==> src/sv/motif_trellis_min_path_top_assert.svh <==
// Assertion macros shared by the trellis min-path block.
`ifndef MOTIF_TRELLIS_MIN_PATH_TOP_ASSERT_SVH
`define MOTIF_TRELLIS_MIN_PATH_TOP_ASSERT_SVH

// Condition that holds at every clock edge out of reset.
`define MTMP_ASSERT_ALWAYS(lbl, clk, rst_n, cond) \
    lbl: assert property (@(posedge clk) disable iff (!rst_n) (cond)) \
        else $error("mtmp invariant violated");

// Condition that must hold in the cycle after a trigger.
`define MTMP_ASSERT_NEXT(lbl, clk, rst_n, ante, cons) \
    lbl: assert property (@(posedge clk) disable iff (!rst_n) (ante) |=> (cons)) \
        else $error("mtmp sequence check violated");

`endif

==> src/sv/mtmp_pkg.sv <==
// Types, constants and saturating arithmetic for the trellis min-path block.
package mtmp_pkg;

    localparam int NUM_CHARS_DEF = 4;
    localparam int MAX_LEN_DEF   = 8;
    localparam int MAX_STEPS_DEF = 1024;

    localparam int COST_W   = 32;
    localparam int STATE_W  = 7;
    localparam int LEN_W    = 11;
    localparam int TIME_W   = 10;
    localparam int MINLEN_W = 4;

    localparam logic signed [COST_W-1:0] SENTINEL = 32'sh7fff_ffff;

    localparam logic MODE_COST    = 1'b0;
    localparam logic MODE_READ    = 1'b1;
    localparam logic KIND_SUMMARY = 1'b0;
    localparam logic KIND_PATH    = 1'b1;

    typedef enum logic [3:0] {
        ST_IDLE,
        ST_SWEEP,
        ST_DRAIN,
        ST_WRITE,
        ST_STEP,
        ST_FINAL,
        ST_TB_ISSUE,
        ST_TB_WAIT,
        ST_SUMMARY,
        ST_READ
    } state_t;

    // Control for the shared add-compare unit
    typedef struct packed {
        logic init;
        logic take;
        logic nonstrict;
        logic take_always;
    } acs_ctrl_t;

    function automatic logic signed [COST_W-1:0] sat_add(
        input logic signed [COST_W-1:0] a,
        input logic signed [COST_W-1:0] b
    );
        logic signed [COST_W:0] s;
        s = $signed({a[COST_W-1], a}) + $signed({b[COST_W-1], b});
        if (s[COST_W] != s[COST_W-1])
        begin
            sat_add = s[COST_W] ? {1'b1, {(COST_W-1){1'b0}}} : SENTINEL;
        end
        else
        begin
            sat_add = s[COST_W-1:0];
        end
    endfunction

endpackage

==> src/sv/mtmp_acs.sv <==
// Shared saturating add-compare-select unit with running best and backpointer.
module mtmp_acs #(
    parameter int SW = 7
) (
    input  logic                                  clk,
    input  logic                                  rst_n,
    input  mtmp_pkg::acs_ctrl_t                   ctrl,
    input  logic signed [mtmp_pkg::COST_W-1:0]    metric,
    input  logic signed [mtmp_pkg::COST_W-1:0]    cost,
    input  logic [SW-1:0]                         pred,
    output logic signed [mtmp_pkg::COST_W-1:0]    best,
    output logic [SW-1:0]                         bp
);

    logic signed [mtmp_pkg::COST_W-1:0] best_reg;
    logic signed [mtmp_pkg::COST_W-1:0] best_next;
    logic [SW-1:0]                      bp_reg;
    logic [SW-1:0]                      bp_next;
    logic signed [mtmp_pkg::COST_W-1:0] sum;
    logic                               better;

    // Add candidate metric and cost, then compare against the running best; init resets it
    always_comb
    begin
        sum    = mtmp_pkg::sat_add(metric, cost);
        better = ctrl.take && (ctrl.take_always || (sum < best_reg) ||
                               (ctrl.nonstrict && (sum == best_reg)));
        best_next = best_reg;
        bp_next   = bp_reg;
        if (ctrl.init)
        begin
            best_next = mtmp_pkg::SENTINEL;
            bp_next   = '0;
        end
        else if (better)
        begin
            best_next = sum;
            bp_next   = pred;
        end
    end

    // Hold the running best
    always_ff @(posedge clk or negedge rst_n)
    begin
        if (!rst_n)
        begin
            best_reg <= mtmp_pkg::SENTINEL;
            bp_reg   <= '0;
        end
        else
        begin
            best_reg <= best_next;
            bp_reg   <= bp_next;
        end
    end

    assign best = best_reg;
    assign bp   = bp_reg;

endmodule
==> config.mk <==
export PLATFORM = sky130hd
export DESIGN_NAME = mtmp_acs
export DESIGN_NICKNAME = d
export VERILOG_FILES = /design/src/sv/motif_trellis_min_path_top_assert.svh /design/src/sv/mtmp_pkg.sv /design/src/sv/mtmp_acs.sv
export SDC_FILE = /design/constraint.sdc
export NUM_CORES = 1
export LEC_CHECK = 0
export ABC_CLOCK_PERIOD_IN_PS = 3700
export BUFFER_PORTS_ARGS = -buffer_cell sky130_fd_sc_hd__clkbuf_2
export CAP_MARGIN = 20
export CORE_ASPECT_RATIO = 0.6
export CORE_MARGIN = 3
export CORE_UTILIZATION = 40
export CTS_BUF_LIST = sky130_fd_sc_hd__clkbuf_8
export DETAILED_ROUTE_END_ITERATION = 10
export GPL_TIMING_DRIVEN = 0
export SETUP_SLACK_MARGIN = 0.02
export SLEW_MARGIN = 40
export SYNTH_ARGS = -nofsm -noshare
export SYNTH_HDL_FRONTEND = slang
export SYNTH_SLANG_ARGS = --single-unit
==> constraint.sdc <==
create_clock -name clk -period 3.7 [get_ports clk]
set_clock_uncertainty 0.2 [all_clocks]
set_input_delay 0.555 -clock clk [delete_from_list [all_inputs] [get_ports clk]]
set_output_delay 0.555 -clock clk [all_outputs]
set_load 0.02 [all_outputs]
==> impl_metrics.csv <==
group,metric,value,unit
run_status,status,"complete, but fails checks",
run_status,violations,"setup timing",
grt,grt_pass1_vias,4900,
setup_path,critical_path_required,3.73,ns
grt,track_usage,23.5,%
yosys,postSynthCellCount,577,
timing,setup_slack,-1.39,ns
setup_path,cp_max_fo,10,
finish,fillers,1032,
place,port_buffers,114,
die,std_cell_rows,29,
grt,grt_max_degree,40,
power,p_leak,3.07,nW
timing,slew_headroom,58.8,%
yosys,ys_types,61,
die,dieArea,13100,um2
setup_path,crit_type,"in -> reg",
cts,clock_latency,0.30,ns
yosys,synth_edf_count,0,
timing,fin_crit_sh,138,%
timing,final_max_slew_viol_count,0,
grt,grt_pass1_wl,25400,um
timing,min_period,5.09,ns
cts,clkTransAtPathRegs,0.08,ns
routing,drt-met1-wl,8010,um
yosys,synth-seq-cells,39,
setup_path,cp-end-kind,"flop",
timing,fin_setup_tns,-51.99,ns
yosys,async_reset_ff_share,100,%
routing,dr.max_layer_used,"met4",
setup_path,ff2ff_setup_slack,0.59,ns
die,start_util,42.6,%
timing,fmax,0.196,GHz
routing,wl_met3,1670,um
timing,worstMarginPinSlew,0.619,ns
finish,synthToLayoutAreaGrowth,37.0,%
routing,via_per_inst,5.87,
routing,first_pass_iters,5,
routing,wire_per_inst,18.5,um
yosys,ys_seq_area_share,21.7,%
cts,cts-buffers-inserted,5,
die,coreArea,11000,um2
timing,finalSetupViolCount,39,
finish,drive_gt1_share,39.5,%
cts,numClockSinks,39,
routing,wl_met2,6460,um
setup_path,arrival,5.12,ns
setup_path,reg2reg_from,"best[1]",
yosys,syn_area,4680,um2
finish,largest_reg_flops,32,
timing,hold_ws,0.0628,ns
grt,antenna_found_initial,0,
place,dp_hpwl,12300,um
cts,cts_tree,"done",
routing,drc,0,
routing,final_antenna_net_count,0,
timing,hold_viol,0,
cts,clockBufferDepth,2,
die,ios,116,
cts,root_buffer,"clkbuf_8",
finish,n_antenna_cell,0,
cts,hold_buffers,0,
yosys,avgSynthCellArea,8.11,um2
setup_path,crit-reg2reg-capture,"best[30]",
routing,wl,16300,um
finish,nets,867,
yosys,ys.flop_type,"dfstp_2",
routing,first_iter_violations,351,
routing,vias,5168,
cts,h-tree-depth,2,
place,gp_congestion,0.893,
flow_run,drv_cap,0,
grt,globalRouteOverflowTotal,0,
yosys,yosysWarnings,0,
yosys,synth_nets,719,
hold_path,hp-class,"in -> async",
power,powerDensity,463,nW/um2
setup_path,ff2ff_path_depth,11,
die,die_x,146,um
die,die_y,89.8,um
timing,grt_setup_unrepaired,"true",
power,vdd_drop_max,0.000248,V
setup_path,critPathLaunchType,"input port",
-- stage by stage --
step                      utilization, %  total power, mW  area [um2]  setup WS (ns)  std cells
after floorplan                        -             1.79        4810          -1.24        577
after global placement              50.7             2.23        5580          -2.37        846
after detailed placement            50.7             2.27        5580          -2.44        846
after CTS                           55.5             2.80        6110          -1.28        872
after global routing                58.3             3.16        6410          -1.52        881
final                               58.3             2.97        6410          -1.39        881
-- layer usage --
metal,GRT usage [%],up-vias
met2,32.5,249
li1,-,2442
met1,37.2,2458
met4,3.40,0
met5,0,-
met3,5.63,19
-- power breakdown --
part           internal [mW]  leakage (nW)  switching, mW
clock network          0.148        0.0524          0.165
logic                  0.839          2.59           1.12
registers              0.596         0.433         0.0961
-- layout by cell type (no fill, tap or decap), types with 12 or more instances in the layout --
cell      count
clkbuf_2    110
a21oi_1      59
ha_1         50
inv_1        41
nand2_1      41
buf_4        32
nor2_1       31
dfstp_2      31
a211o_1      21
a21o_1       18
a211oi_2     17
o21ai_0      16
xor2_1       16
a211oi_1     14
nand3_1      12
xnor2_1      12
-- worst max-delay path, cell delays in order --
cell and delay, ns:
buf_6 0.10, ha_4 0.22, buf_6 0.13, a21oi_4 0.17, o21ai_4 0.10, a221o_1 0.41, buf_6 0.15, or2_1 0.22
o221a_1 0.29, mux2i_4 0.21, buf_6 0.19, buf_8 0.13, nand2_4 0.05, ha_4 0.20, nor2b_1 0.12, o211ai_1 0.26
a2111oi_4 0.12, o31a_1 0.34, nor4_2 0.32, a211oi_2 0.09, clkbuf_8 0.19, clkbuf_16 0.18, a221o_1 0.36
-- final cells by class --
| cell class | count | area, um2 | share of cell area (%) |
|---|---|---|---|
| Clock buffer | 6 | 82.6 | 1.29 |
| Sequential cell | 39 | 1010 | 15.8 |
| Timing Repair Buffer | 150 | 898 | 14.0 |
| Buffer | 25 | 255 | 3.98 |
| Clock inverter | 2 | 8.76 | 0.137 |
| Tap cell | 155 | 194 | 3.02 |
| Inverter | 40 | 150 | 2.34 |
| Multi-Input combinational cell | 464 | 3810 | 59.4 |
-- worst max-delay path by stage --
stage | startpoint | slack, ns | endpoint | cells after the start
5_1_grt | metric[0] | -1.52 | bp[1] | 23
2_1_floorplan | metric[0] | -1.24 | bp[5] | 22
6_report | cost[23] | -1.39 | best[30] | 23
3_3_place_gp | metric[17] | -2.37 | best[22] | 22
4_1_cts | metric[0] | -1.28 | best[31] | 23
3_5_place_dp | metric[5] | -2.44 | best[22] | 21
-- Yosys cell counts, types with 16 or more instances --
cell type | instances | area, um2
o21ai_0 | 26 | 130
a211oi_1 | 33 | 248
ha_1 | 64 | 801
xor2_1 | 16 | 140
nand2_1 | 43 | 161
a21o_1 | 19 | 143
nor2_1 | 34 | 128
dfstp_2 | 31 | 815
inv_1 | 40 | 150
a21oi_1 | 69 | 345
a211o_1 | 21 | 184
clkbuf_1 | 18 | 67.6
-- what timing repair did --
action | in CTS | in global routing
endpoints found under the setup margin | 39 | 39
cloned | 3 | 0
setup buffers | 21 | 14
pin swaps | 40 | 34
hold endpoints to repair | 0 | 0
gates resized for setup | 66 | 56
-- cell families (layout without fill, tap and decap cells) --
group	Yosys count	count (layout)	synth area share, %
compound gates	223	223	32.5
simple gates	140	140	14.2
buf+inv	74	223	6.82
fa+ha+maj	65	65	17.5
flops	39	39	21.7
xor+xnor	28	28	5.24
mux	8	8	1.98
No activity file was read; power rests on OpenSTA's default activity.
